===== src/design/pst_pkg.sv =====
// ----------------------------------------------------------------------------
// pst_pkg
// Types, widths and constants shared by the PID settle/timeout controller.
// ----------------------------------------------------------------------------
`default_nettype none

package pst_pkg;

  localparam int POS_W           = 24;
  localparam int POS_FIELDS      = 6;
  localparam int MOTOR_COUNT_DEF = 6;
  localparam int ERR_W           = 25;
  localparam int DRV_W           = 26;
  localparam int ESUM_W          = 32;
  localparam int TMR_W           = 17;
  localparam int GAIN_W          = 24;
  localparam int SCALE_W         = 16;
  localparam int MS_W            = 16;
  localparam int PWR_W           = 16;
  localparam int CFG_IDX_W       = 3;
  localparam int CFG_DATA_W      = 24;

  // Shared multiplier operand A and the PID accumulation widths
  localparam int MA_W          = 33;
  localparam int ACC_W         = 58;
  localparam int S_W           = 48;
  localparam int S_SPLIT       = 24;
  localparam int HI_W          = 40;
  localparam int BIG_W         = 64;
  localparam int MAG_W         = 63;
  localparam int FRAC_SHIFT    = 20;
  localparam int SUM_LIM_SHIFT = 46;

  localparam int ZONE    = 100;
  localparam int TICK_MS = 10;

  typedef enum logic [CFG_IDX_W-1:0] {
    CFG_TARGET,
    CFG_GAIN_P,
    CFG_GAIN_I,
    CFG_GAIN_D,
    CFG_OUT_SCALE,
    CFG_SETTLE_BAND,
    CFG_SETTLE_TIME,
    CFG_TIMEOUT
  } cfg_idx_t;

  typedef struct packed {
    logic signed [POS_W-1:0] target;
    logic [GAIN_W-1:0]       gain_p;
    logic [GAIN_W-1:0]       gain_i;
    logic [GAIN_W-1:0]       gain_d;
    logic [SCALE_W-1:0]      output_scale;
    logic [MS_W-1:0]         settle_band;
    logic [MS_W-1:0]         settle_time_ms;
    logic [MS_W-1:0]         timeout_ms;
  } cfg_t;

  localparam cfg_t CFG_RST = '{
    target:         24'sd0,
    gain_p:         24'd8520,
    gain_i:         24'd0,
    gain_d:         24'd19661,
    output_scale:   16'd4096,
    settle_band:    16'd5,
    settle_time_ms: 16'd0,
    timeout_ms:     16'd2000
  };

  typedef enum logic [3:0] {
    ST_IDLE,
    ST_CHECK,
    ST_SUM,
    ST_DIV_MUL,
    ST_DIV_FIX,
    ST_ERR,
    ST_INTEG,
    ST_MUL_P,
    ST_MUL_D,
    ST_MUL_I,
    ST_ACC,
    ST_MUL_HI,
    ST_MUL_LO,
    ST_COMB,
    ST_ABS,
    ST_OUT
  } state_t;

  typedef enum logic [2:0] {
    MS_DIV,
    MS_P,
    MS_D,
    MS_I,
    MS_HI,
    MS_LO
  } mul_sel_t;

  typedef struct packed {
    logic     capture;
    logic     check;
    logic     sum_en;
    logic     div_fix;
    logic     err_calc;
    logic     integ;
    logic     mul_en;
    mul_sel_t mul_sel;
    logic     acc_load;
    logic     acc_add;
    logic     acc_clamp;
    logic     hi_load;
    logic     comb;
    logic     abs_calc;
    logic     load_out;
  } dp_cmd_t;

  typedef struct packed {
    logic stop;
    logic sum_last;
  } dp_stat_t;

endpackage

`default_nettype wire


===== src/design/pst_cfg.sv =====
// ----------------------------------------------------------------------------
// pst_cfg
// Configuration register file, written through the cfg_ request channel.
// ----------------------------------------------------------------------------
`default_nettype none

module pst_cfg (
  input  wire                               clk,
  input  wire                               rst_n,
  input  wire                               cfg_valid,
  output logic                              cfg_ready,
  input  wire  [pst_pkg::CFG_IDX_W-1:0]     cfg_index,
  input  wire  [pst_pkg::CFG_DATA_W-1:0]    cfg_data,
  output pst_pkg::cfg_t                     cfg
);
  import pst_pkg::*;

  cfg_t cfg_r, cfg_nxt;

  assign cfg_ready = 1'b1;
  assign cfg       = cfg_r;

  always_comb begin
    cfg_nxt = cfg_r;
    if (cfg_valid) begin
      case (cfg_idx_t'(cfg_index))
        CFG_TARGET:      cfg_nxt.target         = $signed(cfg_data);
        CFG_GAIN_P:      cfg_nxt.gain_p         = cfg_data;
        CFG_GAIN_I:      cfg_nxt.gain_i         = cfg_data;
        CFG_GAIN_D:      cfg_nxt.gain_d         = cfg_data;
        CFG_OUT_SCALE:   cfg_nxt.output_scale   = cfg_data[SCALE_W-1:0];
        CFG_SETTLE_BAND: cfg_nxt.settle_band    = cfg_data[MS_W-1:0];
        CFG_SETTLE_TIME: cfg_nxt.settle_time_ms = cfg_data[MS_W-1:0];
        CFG_TIMEOUT:     cfg_nxt.timeout_ms     = cfg_data[MS_W-1:0];
        default: ;
      endcase
    end
  end

  always_ff @(posedge clk) begin
    if (!rst_n) begin
      cfg_r <= CFG_RST;
    end else begin
      cfg_r <= cfg_nxt;
    end
  end

endmodule

`default_nettype wire


===== config.mk =====
export PLATFORM = sky130hd
export DESIGN_NAME = pst_cfg
export DESIGN_NICKNAME = d
export VERILOG_FILES = /design/src/design/pst_pkg.sv /design/src/design/pst_cfg.sv
export SDC_FILE = /design/constraint.sdc
export NUM_CORES = 1
export LEC_CHECK = 0
export BUFFER_PORTS_ARGS = -buffer_cell sky130_fd_sc_hd__buf_4
export CORE_UTILIZATION = 35
export CTS_CLUSTER_SIZE = 28
export DETAILED_ROUTE_END_ITERATION = 6
export GPL_TIMING_DRIVEN = 0
export PLACE_DENSITY_LB_ADDON = 0.12
export SLEW_MARGIN = 25
export SYNTH_ARGS = -nofsm -noshare
export SYNTH_HDL_FRONTEND = slang
export SYNTH_SLANG_ARGS = --single-unit
export TNS_END_PERCENT = 20

===== constraint.sdc =====
create_clock -name clk -period 1.7 [get_ports clk]
set_input_delay 0.085 -clock clk [delete_from_list [all_inputs] [get_ports clk]]
set_output_delay 0.085 -clock clk [all_outputs]
set_load 0.05 [all_outputs]

== Word-level counts from Yosys, hierarchy flattened ==
Index checks and enable logic that the tools add are counted.
Operators by class
  add/subtract/negate cells: 0
  div/mod/pow operators: 0
  bitwise logic cells: 0
  mux-type cells: 0
  reduce and logical (&&, ||, !) cells: 9
  equal/unequal tests: 7
  multiply operators: 0
  shifts and indexed selects: 0
  order comparisons: 0
Operators with widths (count)
  AND reduction 2 bit: 8
  equality test 3 bit (second input constant): 4
  equality test 3 x 2 -> 1 bit (second input constant): 2
  equality test 3 x 1 -> 1 bit (second input constant): 1
  zero test 3 bit: 1
Storage, ports and cells
  memories: 0
  bits in registers: 160
  bits in latches: 0
  ROM bits: 0
  word-level logic and storage cells: 24
  bits of input ports: 30
  output and inout bits: 161
  memory bits (writable): 0

== Depth between registers and ports, before layout ==
  depth in word-level cells: 2
  depth in mapped cells: 5
  gate-level depth less buffers: 2

== Worst setup path after synthesis ==
OpenSTA, ideal clock, no wires.
  path kind: in2reg
  start: input port cfg_index[1] in the netlist's numbering
  end: register cfg_r (netlist bit cfg[137])
  path slack: 0.438 ns
  required time: 1.574 ns
  library setup time: 0.126 ns
  arrival: 1.136 ns
  cell stages on the path: 5
  path buffers: 3
  cells stage by stage: buf_2 > or4b_1 > buf_6 > buf_12 > mux2i_1
On the way
  cells in the longest elaborated chain, start to end: 2
RTL lines
  start: declaration: line pst_cfg.sv:12  | input wire [pst_pkg::CFG_IDX_W-1:0] cfg_index,
  zero test 3 bit: line pst_cfg.sv:26  | case (cfg_idx_t'(cfg_index))
  AND reduction 2 bit (no source line)
  end signal: assignment: line pst_cfg.sv:44  | cfg_r <= cfg_nxt;
  end: declaration: line pst_cfg.sv:18  | cfg_t cfg_r, cfg_nxt;
No other way between the ends.
A chain may end at the register's enable or synchronous reset.

==> results.md <==
* Share of layout cells above drive strength 1 at 29.2%
* Via density at 4.60
* DP Worst Slack at 0.0687 ns
* Total GRT Usage at 20.9%
* Setup Skew at 0 ns
* Max reg flops at 160
* Relative slew slack at 49.3%
* Reg area at 3200 µm²
* VDD IR max at 733 µV
* Clk root buf: clkbuf_16
* Clk Latency, worst-skew pair at 0.42 ns
* Initial antenna violation count at 0
* Synth Area in Compound Gates at 0%
* Count of final setup violators at 0
* Endpoints failing hold at 0
* CP arrival at 1.55 ns
* Number of diodes at 0
* WS Path Type: in -> reg
* Routed Antenna Nets at 0
* Synth Area in Adders at 0%
* Post-Syn Nets at 604
* Outcome: completed
* Worst hold path type: in -> reg
* FILL cells at 1552
* Crit path setup slack, layout at 0.498 ns
* Simple-Gate Fraction of Synth Area at 15.4%
* Drt wl/cell at 17.6 µm
* Hold depth at 3
* Most frequent cells in the layout: buf_4, nand2_1, mux2i_1, dfxtp_1, nor2b_1
* Final GP Congestion at 0.751
* R2r setup slk at 1.04 ns
* Ports at 191
* DRT Pass-1 Iters at 5
* Die W at 133 µm
* Synth Warn # at 0
* Post-CTS Setup Inserts at 0
* Slew @ Worst Pin at 0.761 ns
* Vias in the first global route at 4871
* Layout area overhead at 40.0%
* FMAX at 832 MHz
* CTS max path bufs at 2
* Synth unique cells at 17
* Dpl hpwl at 13.3 mm
* Grt total ovfl at 0
* Reg-to-Reg End: cfg[63]
* Initial drt markers at 159
* Min Tclk post-route at 1.20 ns
* H-tree depth at 4
* Initial core utilization at 35.9%
* Crit Reg-Reg Startpoint: cfg[63]
* Mapped Area at 5980 µm²
* DRC Markers at 0
* TNS Setup at 0 ns
* Multiplexer area fraction after synthesis at 26.8%
* RSZ-0062 raised after global routing: no
* Largest net degree at the start of global routing at 17
* Synth Register Bits at 160
* Die area at 17600 µm²
* TritonCTS clock tree: done
* Routed wire length at 18.0 mm
* Power Density at 1020 nW/µm²
* Startpoint types: primary input
* Via count at 4717
* Placed cell areas at 7640 µm²
* IO buf count at 184
* Rows at 47
* CTS Buf Count at 17
* Leak pwr at 4.23 nW
* Die Y at 133 µm
* Average cell area after synthesis at 10.4 µm²
* Max Cap Violations at 0
* Final Cell Area at 8370 µm²
* Fin crit share at 70.7%
* FF-to-FF path depth at 2
* Sequential element share of the synthesized area at 53.6%
* First-pass GRT wire length at 27.5 mm
* Cell count after synthesis at 574
* Critical Path Sink Type: flop
* Core ar. at 16600 µm²
* Area occupied by multi-input gates at 2520 µm²
* Clock-pin slew on the worst setup and hold paths at 0.06 ns
* Slew Limit Fails at 0
* CP required at 2.04 ns
* Hold Path Sink: cfg[152]
* Worst-path fanout max at 10
* Leading cell type in the layout, fill and taps excluded: buf_4
* Fin nets at 823
* Largest family of logic cells by synthesized area: multiplexers
* Xor-xnor portion of the synthesized cell area at 0%
* Clk sinks at 160
* Hold Startpoint: cfg_data[16]
-- Yosys cell counts (all sizes together) --
cell / instances / area [µm²]
nand2: 163 / 612
and4b: 1 / 10.0
clkbuf: 24 / 90.1
dfxtp: 160 / 3200
nand4bb: 2 / 22.5
and4: 1 / 8.76
conb: 1 / 3.75
nor2b: 34 / 213
mux2i: 160 / 1600
or4b: 1 / 10.0
nand4b: 3 / 26.3
nand4: 1 / 6.26
nor4bb: 1 / 10.0
buf: 22 / 163
-- cells by family (layout without fill, tap and decap cells) --
group / count (synthesis) / in the layout
buf+inv: 46 / 278
flops: 160 / 160
mux: 160 / 160
other cells: 1 / 1
simple gates: 207 / 207
-- metrics by stage --
step	cells	util, %	total power, W	hold slack (ns)
final	1026	50.3	0.00853	0.0106
after global routing	1026	50.3	0.00883	0.0373
after CTS	1026	50.3	0.00861	0.000410
after detailed placement	978	45.9	0.00485	0.374
after global placement	978	45.9	0.00484	0.345
after floorplan	574	-	0.00453	0.245
-- layout make-up --
cell class,instances,share of cell area [%]
Buffer,46,3.02
Clock buffer,22,5.54
Tap cell,220,3.29
Sequential cell,160,38.3
Multi-Input combinational cell,368,30.1
Timing Repair Buffer,200,18.4
Clock inverter,10,1.33
-- report_power, final --
group / switching [W] / leakage, nW / internal, W
Sequential: 0.0000472 / 1.30 / 0.00383
Clock: 0.00151 / 0.276 / 0.00223
Combinational: 0.000615 / 2.66 / 0.000293
-- per-layer routing --
metal  track usage, %  share of wire, %  up-vias
met5                0                 0        -
met2             35.6                48      142
li1                 -                 -     2328
met3             5.71               5.9       19
met1             25.1                44     2228
met4             7.85               1.5        0
-- critical path: stages --
cell	delay, ns
clkbuf_1	0.23
clkbuf_1	0.62
nand2_1	0.38
mux2i_1	0.22
-- worst max path at each step --
stage	start	end	slack (ns)	depth (start not counted)
floorplan	cfg_index[1]	cfg[137]	0.44	5
global placement	rst_n	cfg[38]	0.08	4
detailed placement	rst_n	cfg[94]	0.07	4
CTS	rst_n	cfg[131]	0.52	5
global route	rst_n	cfg[155]	0.34	5
finish	rst_n	cfg[94]	0.50	4
-- repair_timing --
| item | 4_1_cts | 5_1_grt |
|---|---|---|
| hold buffers | 16 | 0 |
| hold endpoints to repair | 28 | 0 |
| resized for setup | 0 | 0 |
Note: power is estimated with default switching activity, not from simulation.
