[config.mk]
export PLATFORM = sky130hd
export DESIGN_NAME = pst_ctrl
export DESIGN_NICKNAME = d
export VERILOG_FILES = /design/src/design/pst_pkg.sv /design/src/design/pst_ctrl.sv
export SDC_FILE = /design/constraint.sdc
export NUM_CORES = 1
export LEC_CHECK = 0
export BUFFER_PORTS_ARGS = -buffer_cell sky130_fd_sc_hd__buf_2
export CAP_MARGIN = 20
export CORE_MARGIN = 2
export CORE_UTILIZATION = 30
export DETAILED_ROUTE_END_ITERATION = 10
export SLEW_MARGIN = 10
export SYNTH_ARGS = -nofsm -noshare
export SYNTH_HDL_FRONTEND = slang
export SYNTH_SLANG_ARGS = --single-unit
[constraint.sdc]
create_clock -name clk -period 1.3 [get_ports clk]
set_input_delay 0.26 -clock clk [delete_from_list [all_inputs] [get_ports clk]]
set_output_delay 0.26 -clock clk [all_outputs]
set_load 0.01 [all_outputs]
[src/design/pst_pkg.sv]
// ----------------------------------------------------------------------------
// pst_pkg
// Types, widths and constants shared by the PID settle/timeout controller.
// ----------------------------------------------------------------------------
`default_nettype none

package pst_pkg;

  localparam int POS_W           = 24;
  localparam int POS_FIELDS      = 6;
  localparam int MOTOR_COUNT_DEF = 6;
  localparam int ERR_W           = 25;
  localparam int DRV_W           = 26;
  localparam int ESUM_W          = 32;
  localparam int TMR_W           = 17;
  localparam int GAIN_W          = 24;
  localparam int SCALE_W         = 16;
  localparam int MS_W            = 16;
  localparam int PWR_W           = 16;
  localparam int CFG_IDX_W       = 3;
  localparam int CFG_DATA_W      = 24;

  // Shared multiplier operand A and the PID accumulation widths
  localparam int MA_W          = 33;
  localparam int ACC_W         = 58;
  localparam int S_W           = 48;
  localparam int S_SPLIT       = 24;
  localparam int HI_W          = 40;
  localparam int BIG_W         = 64;
  localparam int MAG_W         = 63;
  localparam int FRAC_SHIFT    = 20;
  localparam int SUM_LIM_SHIFT = 46;

  localparam int ZONE    = 100;
  localparam int TICK_MS = 10;

  typedef enum logic [CFG_IDX_W-1:0] {
    CFG_TARGET,
    CFG_GAIN_P,
    CFG_GAIN_I,
    CFG_GAIN_D,
    CFG_OUT_SCALE,
    CFG_SETTLE_BAND,
    CFG_SETTLE_TIME,
    CFG_TIMEOUT
  } cfg_idx_t;

  typedef struct packed {
    logic signed [POS_W-1:0] target;
    logic [GAIN_W-1:0]       gain_p;
    logic [GAIN_W-1:0]       gain_i;
    logic [GAIN_W-1:0]       gain_d;
    logic [SCALE_W-1:0]      output_scale;
    logic [MS_W-1:0]         settle_band;
    logic [MS_W-1:0]         settle_time_ms;
    logic [MS_W-1:0]         timeout_ms;
  } cfg_t;

  localparam cfg_t CFG_RST = '{
    target:         24'sd0,
    gain_p:         24'd8520,
    gain_i:         24'd0,
    gain_d:         24'd19661,
    output_scale:   16'd4096,
    settle_band:    16'd5,
    settle_time_ms: 16'd0,
    timeout_ms:     16'd2000
  };

  typedef enum logic [3:0] {
    ST_IDLE,
    ST_CHECK,
    ST_SUM,
    ST_DIV_MUL,
    ST_DIV_FIX,
    ST_ERR,
    ST_INTEG,
    ST_MUL_P,
    ST_MUL_D,
    ST_MUL_I,
    ST_ACC,
    ST_MUL_HI,
    ST_MUL_LO,
    ST_COMB,
    ST_ABS,
    ST_OUT
  } state_t;

  typedef enum logic [2:0] {
    MS_DIV,
    MS_P,
    MS_D,
    MS_I,
    MS_HI,
    MS_LO
  } mul_sel_t;

  typedef struct packed {
    logic     capture;
    logic     check;
    logic     sum_en;
    logic     div_fix;
    logic     err_calc;
    logic     integ;
    logic     mul_en;
    mul_sel_t mul_sel;
    logic     acc_load;
    logic     acc_add;
    logic     acc_clamp;
    logic     hi_load;
    logic     comb;
    logic     abs_calc;
    logic     load_out;
  } dp_cmd_t;

  typedef struct packed {
    logic stop;
    logic sum_last;
  } dp_stat_t;

endpackage

`default_nettype wire

[src/design/pst_ctrl.sv]
// ----------------------------------------------------------------------------
// pst_ctrl
// Sequencer for one control tick: stop check, encoder sum, divide, PID terms
// on the shared multiplier, scaling, and the result handshake.
// ----------------------------------------------------------------------------
`default_nettype none

module pst_ctrl (
  input  wire                  clk,
  input  wire                  rst_n,
  input  wire                  in_valid,
  output logic                 in_ready,
  output logic                 out_valid,
  input  wire                  out_ready,
  input  pst_pkg::dp_stat_t    stat,
  output pst_pkg::dp_cmd_t     cmd
);
  import pst_pkg::*;

  state_t state_r, state_nxt;
  logic   out_valid_r, out_valid_nxt;

  assign out_valid = out_valid_r;

  always_comb begin
    state_nxt     = state_r;
    out_valid_nxt = out_valid_r;
    cmd           = '0;
    in_ready      = 1'b0;
    if (out_valid_r && out_ready) begin
      out_valid_nxt = 1'b0;
    end
    case (state_r)
      ST_IDLE: begin
        in_ready = 1'b1;
        if (in_valid) begin
          cmd.capture = 1'b1;
          state_nxt   = ST_CHECK;
        end
      end
      ST_CHECK: begin
        cmd.check = 1'b1;
        state_nxt = stat.stop ? ST_OUT : ST_SUM;
      end
      ST_SUM: begin
        cmd.sum_en = 1'b1;
        if (stat.sum_last) begin
          state_nxt = ST_DIV_MUL;
        end
      end
      ST_DIV_MUL: begin
        cmd.mul_en  = 1'b1;
        cmd.mul_sel = MS_DIV;
        state_nxt   = ST_DIV_FIX;
      end
      ST_DIV_FIX: begin
        cmd.div_fix = 1'b1;
        state_nxt   = ST_ERR;
      end
      ST_ERR: begin
        cmd.err_calc = 1'b1;
        state_nxt    = ST_INTEG;
      end
      ST_INTEG: begin
        cmd.integ = 1'b1;
        state_nxt = ST_MUL_P;
      end
      ST_MUL_P: begin
        cmd.mul_en  = 1'b1;
        cmd.mul_sel = MS_P;
        state_nxt   = ST_MUL_D;
      end
      ST_MUL_D: begin
        cmd.mul_en   = 1'b1;
        cmd.mul_sel  = MS_D;
        cmd.acc_load = 1'b1;
        state_nxt    = ST_MUL_I;
      end
      ST_MUL_I: begin
        cmd.mul_en  = 1'b1;
        cmd.mul_sel = MS_I;
        cmd.acc_add = 1'b1;
        state_nxt   = ST_ACC;
      end
      ST_ACC: begin
        cmd.acc_clamp = 1'b1;
        state_nxt     = ST_MUL_HI;
      end
      ST_MUL_HI: begin
        cmd.mul_en  = 1'b1;
        cmd.mul_sel = MS_HI;
        state_nxt   = ST_MUL_LO;
      end
      ST_MUL_LO: begin
        cmd.mul_en  = 1'b1;
        cmd.mul_sel = MS_LO;
        cmd.hi_load = 1'b1;
        state_nxt   = ST_COMB;
      end
      ST_COMB: begin
        cmd.comb  = 1'b1;
        state_nxt = ST_ABS;
      end
      ST_ABS: begin
        cmd.abs_calc = 1'b1;
        state_nxt    = ST_OUT;
      end
      ST_OUT: begin
        // hold until the output register is free
        if (!out_valid_r || out_ready) begin
          cmd.load_out  = 1'b1;
          out_valid_nxt = 1'b1;
          state_nxt     = ST_IDLE;
        end
      end
      default: begin
        state_nxt = ST_IDLE;
      end
    endcase
  end

  always_ff @(posedge clk) begin
    if (!rst_n) begin
      state_r     <= ST_IDLE;
      out_valid_r <= 1'b0;
    end else begin
      state_r     <= state_nxt;
      out_valid_r <= out_valid_nxt;
    end
  end

endmodule

`default_nettype wire

# [Word level (Yosys, flattened, before mapping)]
# Cells that the tools add are included.
[totals] wordCells=50 in_bits=6 ff_bits=5 out_inout_bits=19
[classes] n_reduce_logical=5 n_mux=25 eq_ne=18
[ops] operator="case mux 4 bit (16 select lines)" n=1
[ops] operator="equality test 4 bit, second input constant" n=8
[ops] operator="case mux 4 bit (6 select lines)" n=1
[ops] operator="two-way mux 1 bit" n=19
[ops] operator="equality test 4 x 3 -> 1 bit, second input constant" n=4
[ops] operator="two-way mux 4 bit" n=4
[ops] operator="equality test 4 x 2 -> 1 bit, second input constant" n=2
[ops] operator="inequality test 2 bit, second input constant" n=3
[ops] operator="equality test 4 x 1 -> 1 bit, second input constant" n=1
[ops] operator="logical NOT 4 bit" n=1
[ops] operator="AND reduction 3 bit" n=1
[ops] operator="logical AND 1 bit" n=1
[ops] operator="logical NOT 1 bit" n=1
[ops] operator="logical OR 1 bit" n=1

# [Depth between registers and ports, before layout]
# Gate-level depths: netlist (run 1).
[depth] ltp_word=4 ltp_mapped=5 ltp_nobuf=3

# [Worst setup path before layout (run 1)]
# OpenSTA, ideal clock, no wires.
[synth_timing] path_type="register -> output" start="register state_r[1]" end="output port cmd[16] (netlist bit)" stages_incl_launch_ff=5 arrival_ns=1.190 required_ns=1.040 path_slack_ns=-0.150 path_buffers=1 cell_sequence="dfxtp_1 or2_1 buf_6 nor3_1 and2_1"
[synth_lines] element="start: declaration" line_no="pst_ctrl.sv:20" source="state_t state_r, state_nxt;"
[synth_lines] element="start signal: assignment" line_no="pst_ctrl.sv:127" source="state_r <= state_nxt;"
[synth_lines] element="end: declaration" line_no="pst_ctrl.sv:16" source="output pst_pkg::dp_cmd_t cmd"

==> impl_metrics.py, run 1 <==
metrics = {
    "timing": {
        "slew_headroom": 0.820,
        "period_needed_ns": 1.51,
        "hold_viol_final": 0,
        "grt_setup_unrepaired": "true",
        "hold_ws_ns": 0.284,
        "fin_crit_sh": 1.17,
        "finClkSkew_ns": 0.00370,
        "drv_slew": 0,
        "fmax_mhz": 660,
        "setup_viol": 19,
        "worstMarginPinSlew_ns": 0.267,
        "fin_ws_ns": -0.215,
    },
    "layout": {
        "final_util": 0.632,
        "layout.nets": 112,
        "layout_common_cells": "20 x buf_2, 17 x buf_4, 7 x nand2_1, 7 x buf_6, 5 x nor2_1",
        "layout_commonest_cell": "buf_2",
        "drive_gt1_frac": 0.638,
        "area_growth_pct": 92.8,
        "antennaDiodeCount": 0,
    },
    "drt": {
        "wl_microns": 1610,
        "first_pass_iters": 4,
        "drc_errors": 0,
        "ant_nets": 0,
        "post_drt_wl_per_cell_microns": 13.4,
        "drtIter0Drc": 18,
        "avgViaCountPerCell": 5.12,
        "via_count": 614,
    },
    "clock_tree": {
        "cts_sinks": 5,
        "cts_max_level": 1,
        "cts_tree": "yes",
        "cts_made_buffers": 3,
        "cts_hold_buf": 0,
        "clk_path_buf_depth": 2,
        "path_clk_slew_ns": 0.04,
        "cts-root-buf": "clkbuf_4",
        "clk_latency_ns": 0.25,
    },
    "yosys": {
        "synth.largest_area_cell": "dfxtp_1",
        "ys.warnings.count": 0,
        "syn_inst": 63,
        "synth_cell_type_count": 25,
        "synth_top_area_share": 0.232,
        "syn_avg_cell_area_sq_um": 6.85,
        "syn_area_sq_um": 432,
        "synth-seq-cells": 5,
        "ys_seq_area_frac": 0.232,
        "synth_nets": 69,
        "synth_area_leaders": "dfxtp_1 23%, nor2_1 9.6%, nand2_1 6.1%",
    },
    "grt": {
        "grt_max_degree": 8,
        "grt_pass1_wl_microns": 2230,
        "grt_use_total": 0.170,
        "grt_pass1_vias": 526,
        "antenna_found_initial": 0,
        "overflow": 0,
    },
    "floorplanning": {
        "core_area_sq_um": 1320,
        "dieArea_sq_um": 1760,
        "num_rows": 13,
        "die_height_microns": 41.9,
        "start_util": 0.328,
        "ios": 25,
        "die_w_microns": 41.9,
    },
    "worst_hold_path": {
        "min_path_type": "primary input to register",
        "hold_depth": 3,
    },
    "critical_path": {
        "path_class": "register to primary output",
        "arrival_ns": 1.25,
        "worstPathRequired_ns": 1.04,
        "crit_fanout": 7,
        "cp-start-kind": "register",
        "reg2reg_depth": 5,
        "worst_setup_path_end_kind": "primary output",
    },
    "power_and_ir_drop": {
        "p_leak_nw": 0.389,
        "ir_drop_v": 0.000657,
        "pwr-share-comb": 0.569,
        "switching_share": 0.381,
        "internal_power_w": 0.000572,
        "powerDensity_nw_per_um2": 1110,
        "power.net_switching_w": 0.000351,
        "power.sequential.fraction": 0.234,
        "clkPwrFrac": 0.197,
    },
    "outcome": {
        "violations": "setup timing",
        "status": "finished with violations",
    },
    "place": {
        "place_hpwl_microns": 1030,
        "place_congestion": 0.829,
        "portBuffers": 24,
    },
    "run": {
        "maxCapViolations": 0,
    },
}
[worst max-delay path: stages, from the launching register on]
cell and delay (ns):
dfxtp_4 0.36, nand2b_1 0.17, mux2_4 0.29, nor2_4 0.08, buf_6 0.10
[power groups by stage]
stage	Sequential, W	Clock (W)	Combinational (W)
6_report	0.000216	0.000182	0.000525
2_1_floorplan	0.000183	0	0.000262
3_3_place_gp	0.000207	0	0.000388
5_1_grt	0.000218	0.000206	0.000562
3_5_place_dp	0.000209	0	0.000390
4_1_cts	0.000211	0.000188	0.000436
[final cells by class]
| cell class | count | area (sq um) |
|---|---|---|
| fillers | 121 | 485 |
| multi-input cells | 50 | 360 |
| repair buffers | 44 | 307 |
| inverters | 2 | 7.51 |
| flip-flops and latches | 5 | 113 |
| well taps | 15 | 18.8 |
| clock buffers | 4 | 26.3 |
[routing by layer]
| metal | GRT usage | wire length (microns) | up-vias |
|---|---|---|---|
| met1 | 0.184 | 608 | 284 |
| met5 | 0 | 0 | - |
| met2 | 0.297 | 849 | 26 |
| met4 | 0.0387 | 44 | 0 |
| li1 | - | - | 300 |
| met3 | 0.0783 | 106 | 4 |
[Yosys cell counts]
master and number:
nand2_1 7, nor3b_2 1, o41ai_1 1, xnor2_1 1, o21a_1 1, o211ai_1 1
o21ai_0 4, a21oi_1 1, or2_1 1, nor2_1 11, nor3_1 5, o211a_1 1
dfxtp_1 5, and2_1 1, and3b_1 1, buf_6 1, o32ai_1 1, nand3_1 2
buf_4 1, inv_1 2, a31oi_1 2, nand2b_1 4, buf_2 4, nor2b_1 2
mux2_2 2
[cells by family (layout without fill, tap and decap cells)]
| family | Yosys count | count (layout) | share of synthesized area |
|---|---|---|---|
| flip-flops | 5 | 5 | 0.232 |
| AND/OR/NAND/NOR | 35 | 35 | 0.403 |
| XOR/XNOR | 1 | 1 | 0.0203 |
| AO/OA/AOI/OAI | 12 | 12 | 0.186 |
| multiplexers | 2 | 2 | 0.0522 |
| buffers and inverters | 8 | 50 | 0.107 |
[per-stage QoR]
stage / total power (W) / setup slack (ns) / setup TNS (ns) / area [sq um] / cells
floorplan: 0.000445 / -0.00515 / -0.00515 / 450 / 63
global placement: 0.000595 / -0.00348 / -0.00348 / 671 / 112
detailed placement: 0.000600 / -0.0242 / -0.0567 / 671 / 112
CTS: 0.000835 / -0.215 / -2.53 / 746 / 118
global route: 0.000986 / -0.296 / -3.64 / 832 / 120
finish: 0.000923 / -0.215 / -2.55 / 832 / 120
[state kept, by name, indices dropped and copies added (netlist names)]
register,cells
state_r,4
out_valid,1
[timing repair]
action / CTS / global route
endpoints found under the setup margin: 18 / 18
pin swaps: 5 / 2
setup buffers: 2 / 2
gates resized for setup: 12 / 18
[final timing paths]
path	start	end	slack, ns
min	rst_n	state_r[0]$_SDFFE_PN0P_	0.28
max	state_r[1]$_SDFFE_PN0P_	cmd[9]	-0.21
max reg2reg	state_r[2]$_SDFFE_PN0P_	state_r[3]$_SDFFE_PN0P_	-0.05
min reg2reg	state_r[1]$_SDFFE_PN0P_	state_r[1]$_SDFFE_PN0P_	0.61
Power figures use the tool's default switching activity.
==> inputs of run 2 (changes only) <==
--- a/config.mk
+++ b/config.mk
@@ -7,9 +7,9 @@
 export LEC_CHECK = 0
 export BUFFER_PORTS_ARGS = -buffer_cell sky130_fd_sc_hd__buf_2
 export CAP_MARGIN = 20
-export CORE_MARGIN = 2
-export CORE_UTILIZATION = 30
+export CORE_AREA = 2 2 39 41
 export DETAILED_ROUTE_END_ITERATION = 10
+export DIE_AREA = 0 0 41 43
 export SLEW_MARGIN = 10
 export SYNTH_ARGS = -nofsm -noshare
 export SYNTH_HDL_FRONTEND = slang
==> run 2 against run 1 <==
Effect of this change: largest cell class unchanged; the run still ends with setup timing left; power rose by 3.9%; worst hold slack better by 0.00051 ns; critical path type unchanged; maximum frequency grew 0.45%.
==> impl_metrics.py, run 2 (synthesis gave the netlist of run 1 again) <==
metrics = {
    "outcome": {
        "status": "finished with violations",
        "violations": "setup timing",
    },
    "timing": {
        "fmax_mhz": 663,
        "fin_ws_ns": -0.208,
        "slew_headroom": 0.824,
        "worstMarginPinSlew_ns": 0.260,
        "grt_setup_unrepaired": "true",
        "drv_slew": 0,
        "hold_viol_final": 0,
        "period_needed_ns": 1.51,
        "hold_ws_ns": 0.285,
        "setup_viol": 19,
        "finClkSkew_ns": 0.000231,
        "fin_crit_sh": 1.16,
    },
    "place": {
        "portBuffers": 24,
        "place_hpwl_microns": 951,
        "place_congestion": 0.849,
        "dp.cells": 114,
    },
    "layout": {
        "fin_cells": 125,
        "area_growth_pct": 106,
        "layout.nets": 116,
        "drive_gt1_frac": 0.661,
        "layout_commonest_cell": "buf_2",
        "top_register": "state_r",
        "largest_reg_flops": 4,
        "antennaDiodeCount": 0,
        "n_fill_cell": 117,
        "layout_common_cells": "21 x buf_2, 15 x buf_4, 12 x buf_6",
    },
    "grt": {
        "grt_busiest_layer": "met2",
        "overflow": 0,
        "grt_max_degree": 9,
        "grt_pass1_wl_microns": 2170,
        "grtUsageMet3": 0.0785,
        "grt_pass1_vias": 518,
        "antenna_found_initial": 0,
        "grt.met1_usage": 0.246,
        "grt_use_total": 0.176,
        "use_met2": 0.253,
    },
    "worst_hold_path": {
        "min_path_type": "primary input to register",
        "hold_depth": 3,
    },
    "drt": {
        "drtIter0Drc": 14,
        "drc_errors": 0,
        "via_count": 610,
        "avgViaCountPerCell": 4.88,
        "first_pass_iters": 4,
        "wl_microns": 1360,
        "post_drt_wl_per_cell_microns": 10.9,
        "ant_nets": 0,
    },
    "run": {
        "maxCapViolations": 0,
    },
    "clock_tree": {
        "cts-root-buf": "clkbuf_4",
        "path_clk_slew_ns": 0.04,
        "cts_sinks": 5,
        "cts_max_level": 1,
        "cts_hold_buf": 0,
        "clk_latency_ns": 0.24,
        "cts_made_buffers": 3,
        "cts_tree": "yes",
        "clk_path_buf_depth": 2,
    },
    "floorplanning": {
        "dieArea_sq_um": 1760,
        "die_height_microns": 43,
        "num_rows": 14,
        "die_w_microns": 41,
        "ios": 25,
        "start_util": 0.312,
        "core_area_sq_um": 1380,
    },
    "power_and_ir_drop": {
        "powerDensity_nw_per_um2": 1080,
        "ir_drop_v": 0.000999,
        "p_leak_nw": 0.424,
    },
    "critical_path": {
        "path_class": "register to primary output",
        "crit_fanout": 8,
        "reg2reg_depth": 5,
        "cp-start-kind": "register",
        "worstPathRequired_ns": 1.04,
        "arrival_ns": 1.25,
        "worst_setup_path_end_kind": "primary output",
        "r2r_setup_slack_ns": -0.03,
    },
}
run 2: cell types whose count changed in the layout (fill, tap and decap cells not counted), moves of 2 or more:
cell	before	now
buf_4	17	15
nand2_1	7	5
nor3_2	3	1
buf_6	7	12
run 2: final timing paths:
kind,startpoint,to
setup / recovery,state_r[0]$_SDFFE_PN0P_,cmd[7]
hold / removal,rst_n,state_r[0]$_SDFFE_PN0P_
setup reg to reg,state_r[1]$_SDFFE_PN0P_,state_r[0]$_SDFFE_PN0P_
hold reg to reg,state_r[0]$_SDFFE_PN0P_,state_r[1]$_SDFFE_PN0P_
run 2: final cells by class:
type                            instances  area [sq um]  share of cell area
Sequential cell                         5           113               0.127
Tap cell                               16          20.0              0.0226
Inverter                                2          7.51             0.00846
Timing Repair Buffer                   48           353               0.398
Clock buffer                            4          26.3              0.0296
Multi-Input combinational cell         50           368               0.415
run 2: metrics by stage:
stage	cell area [sq um]	setup TNS [ns]	power, W	setup slack [ns]	utilization
finish	887	-2.35	0.000959	-0.208	0.641
global route	887	-3.69	0.00103	-0.287	0.641
CTS	817	-2.54	0.000901	-0.216	0.590
detailed placement	679	-0.432	0.000608	-0.0616	0.491
global placement	679	-0.330	0.000606	-0.0511	0.491
floorplan	450	-0.00515	0.000445	-0.00515	-
run 2: worst max-delay path, stage by stage (launching register included):
cell     delay [ns]
dfxtp_4        0.36
buf_6          0.14
xnor2_1        0.12
o32ai_1        0.22
buf_2          0.17
run 2: metal layers:
metal,up-vias,share of wire
met1,281,0.43
met4,0,0
met5,-,0
met2,21,0.50
li1,308,-
met3,0,0.069
run 2: report_power, final:
group / internal [W] / switching [W]
combinational: 0.000312 / 0.000255
clock: 0.000116 / 0.0000601
sequential: 0.000180 / 0.0000362
run 2: repair_timing:
item,in CTS,in global routing
resized for setup,19,18
buffers inserted,7,0
pin swaps,7,3
endpoints found under the setup margin,20,20
==> inputs of run 3 (changes only) <==
--- a/config.mk
+++ b/config.mk
@@ -8,8 +8,11 @@
 export BUFFER_PORTS_ARGS = -buffer_cell sky130_fd_sc_hd__buf_2
 export CAP_MARGIN = 20
 export CORE_AREA = 2 2 39 41
+export CTS_CLUSTER_SIZE = 8
 export DETAILED_ROUTE_END_ITERATION = 10
 export DIE_AREA = 0 0 41 43
+export MAX_ROUTING_LAYER = met4
+export SKIP_CTS_REPAIR_TIMING = 1
 export SLEW_MARGIN = 10
 export SYNTH_ARGS = -nofsm -noshare
 export SYNTH_HDL_FRONTEND = slang
==> run 3 against run 2 <==
Effect of this change: the flow still finishes with violations (setup timing); die area unchanged; wire length down 13%; maximum frequency up 0.11%; first-iteration DRC count down 7.1%; setup slack better by 0.0017 ns; final cell count down 3.2%; worst hold slack about the same; clock-buffer cell count unchanged; register-to-register slack better by 0.11 ns.
==> impl_metrics.py, run 3 (synthesis gave the netlist of run 1 again) <==
metrics = {
    "drt": {
        "drc_errors": 0,
        "avgViaCountPerCell": 4.70,
        "first_pass_iters": 4,
        "post_drt_wl_per_cell_microns": 9.85,
        "ant_nets": 0,
        "wl_microns": 1190,
        "drtIter0Drc": 13,
        "via_count": 569,
    },
    "critical_path": {
        "reg2reg_depth": 4,
        "worst_setup_path_end_kind": "primary output",
        "rr_endpoint": "state_r[3]$_SDFFE_PN0P_",
        "path_class": "register to primary output",
        "cpLargestDelayFamily": "flip-flops",
        "worstPathRequired_ns": 1.04,
        "max_stage_delay_ns": 0.36,
        "cpMaxStageDelayCell": "dfxtp_4",
        "r2r_setup_slack_ns": 0.08,
        "path_buf_inv": 2,
        "path_cells": "buf_6 -> xnor2_1 -> o32ai_1 -> buf_2",
        "cp-start-kind": "register",
        "startpoint": "state_r[0]$_SDFFE_PN0P_",
        "crit_fanout": 8,
        "arrival_ns": 1.25,
        "rr_startpoint": "state_r[2]$_SDFFE_PN0P_",
    },
    "place": {
        "dp.cells": 114,
        "place_congestion": 0.862,
        "place_hpwl_microns": 951,
        "portBuffers": 24,
        "dpl_cell_area_sq_um": 679,
        "place_ws_ns": -0.0616,
    },
    "outcome": {
        "violations": "setup timing",
        "status": "finished with violations",
    },
    "layout": {
        "layout_common_cells": "24 x buf_2, 19 x buf_4, 10 x nor2_1",
        "layout.nets": 112,
        "n_fill_cell": 140,
        "fin_cells": 121,
        "area_growth_pct": 77.1,
        "drive_gt1_frac": 0.581,
        "antennaDiodeCount": 0,
        "layout_commonest_cell": "buf_2",
        "final_util": 0.552,
        "top_register": "state_r",
        "largest_reg_flops": 4,
        "fin_area_sq_um": 764,
    },
    "grt": {
        "grt_max_degree": 13,
        "grt_pass1_wl_microns": 1910,
        "overflow": 0,
        "grt_use_total": 0.159,
        "grt_pass1_vias": 476,
        "antenna_found_initial": 0,
    },
    "worst_hold_path": {
        "min_path_type": "primary input to register",
        "hold_start": "rst_n",
        "min_to": "state_r[0]$_SDFFE_PN0P_",
        "hold_depth": 3,
    },
    "clock_tree": {
        "cts-root-buf": "clkbuf_4",
        "cts_sinks": 5,
        "cts_max_level": 1,
        "path_clk_slew_ns": 0.04,
        "cts_tree": "yes",
        "clk_path_buf_depth": 2,
        "cts_made_buffers": 3,
        "clk_latency_ns": 0.24,
    },
    "timing": {
        "fin_crit_sh": 1.16,
        "drv_slew": 0,
        "slew_headroom": 0.825,
        "period_needed_ns": 1.51,
        "fmax_mhz": 664,
        "fin_ws_ns": -0.206,
        "grt_setup_unrepaired": "true",
        "hold_viol_final": 0,
        "worstMarginPinSlew_ns": 0.259,
        "finClkSkew_ns": 0.00240,
        "setup_viol": 18,
    },
    "floorplanning": {
        "ios": 25,
        "dieArea_sq_um": 1760,
        "core_area_sq_um": 1380,
        "num_rows": 14,
        "start_util": 0.312,
        "die_w_microns": 41,
        "die_height_microns": 43,
    },
    "power_and_ir_drop": {
        "p_leak_nw": 0.378,
        "ir_drop_v": 0.000916,
        "powerDensity_nw_per_um2": 1090,
    },
    "run": {
        "maxCapViolations": 0,
    },
}
-- run 3: cell type report --
class	count	area, sq um	area share
Multi-Input combinational cell	50	327	0.427
Timing Repair Buffer	44	274	0.358
Sequential cell	5	110	0.144
Clock buffer	4	26.3	0.0344
Tap cell	16	20.0	0.0262
Inverter	2	7.51	0.00982
-- run 3: worst max-delay path by stage --
stage	end	cells past startpoint	slack (ns)
after CTS	cmd[16]	4	-0.33
after detailed placement	cmd[16]	4	-0.06
after global placement	cmd[15]	4	-0.05
final	cmd[7]	4	-0.21
after floorplan	cmd[7]	3	-0.005
after global routing	cmd[16]	4	-0.29
-- run 3: through the flow --
| step | setup TNS (ns) | hold slack [ns] | power [W] |
|---|---|---|---|
| 6_report | -2.33 | 0.285 | 0.000830 |
| 5_1_grt | -3.70 | 0.287 | 0.000899 |
| 4_1_cts | -4.83 | 0.279 | 0.000793 |
| 3_5_place_dp | -0.432 | 0.530 | 0.000608 |
| 3_3_place_gp | -0.330 | 0.529 | 0.000606 |
| 2_1_floorplan | -0.00515 | 0.378 | 0.000445 |
-- run 3: worst min-delay path: cells and delay by family --
kind / cells / cell delay [ns]
buf+inv: 1 / 0.13
compound gates: 2 / 0.10
-- run 3: metal layers --
metal  track usage  up-vias  wire length [microns]
li1              -      299                      -
met1         0.217      257                    568
met2         0.216       13                    561
met3        0.0785        0                     63
met4        0.0200        0                      0
met5             -        -                      0
-- run 3: where the power goes --
part | leakage [nW] | total [W] | internal, W | switching (W)
Combinational | 0.320 | 0.000439 | 0.000237 | 0.000202
Clock | 0.0150 | 0.000176 | 0.000116 | 0.0000606
Sequential | 0.0431 | 0.000215 | 0.000180 | 0.0000349
Total | 0.378 | 0.000830 | 0.000533 | 0.000298
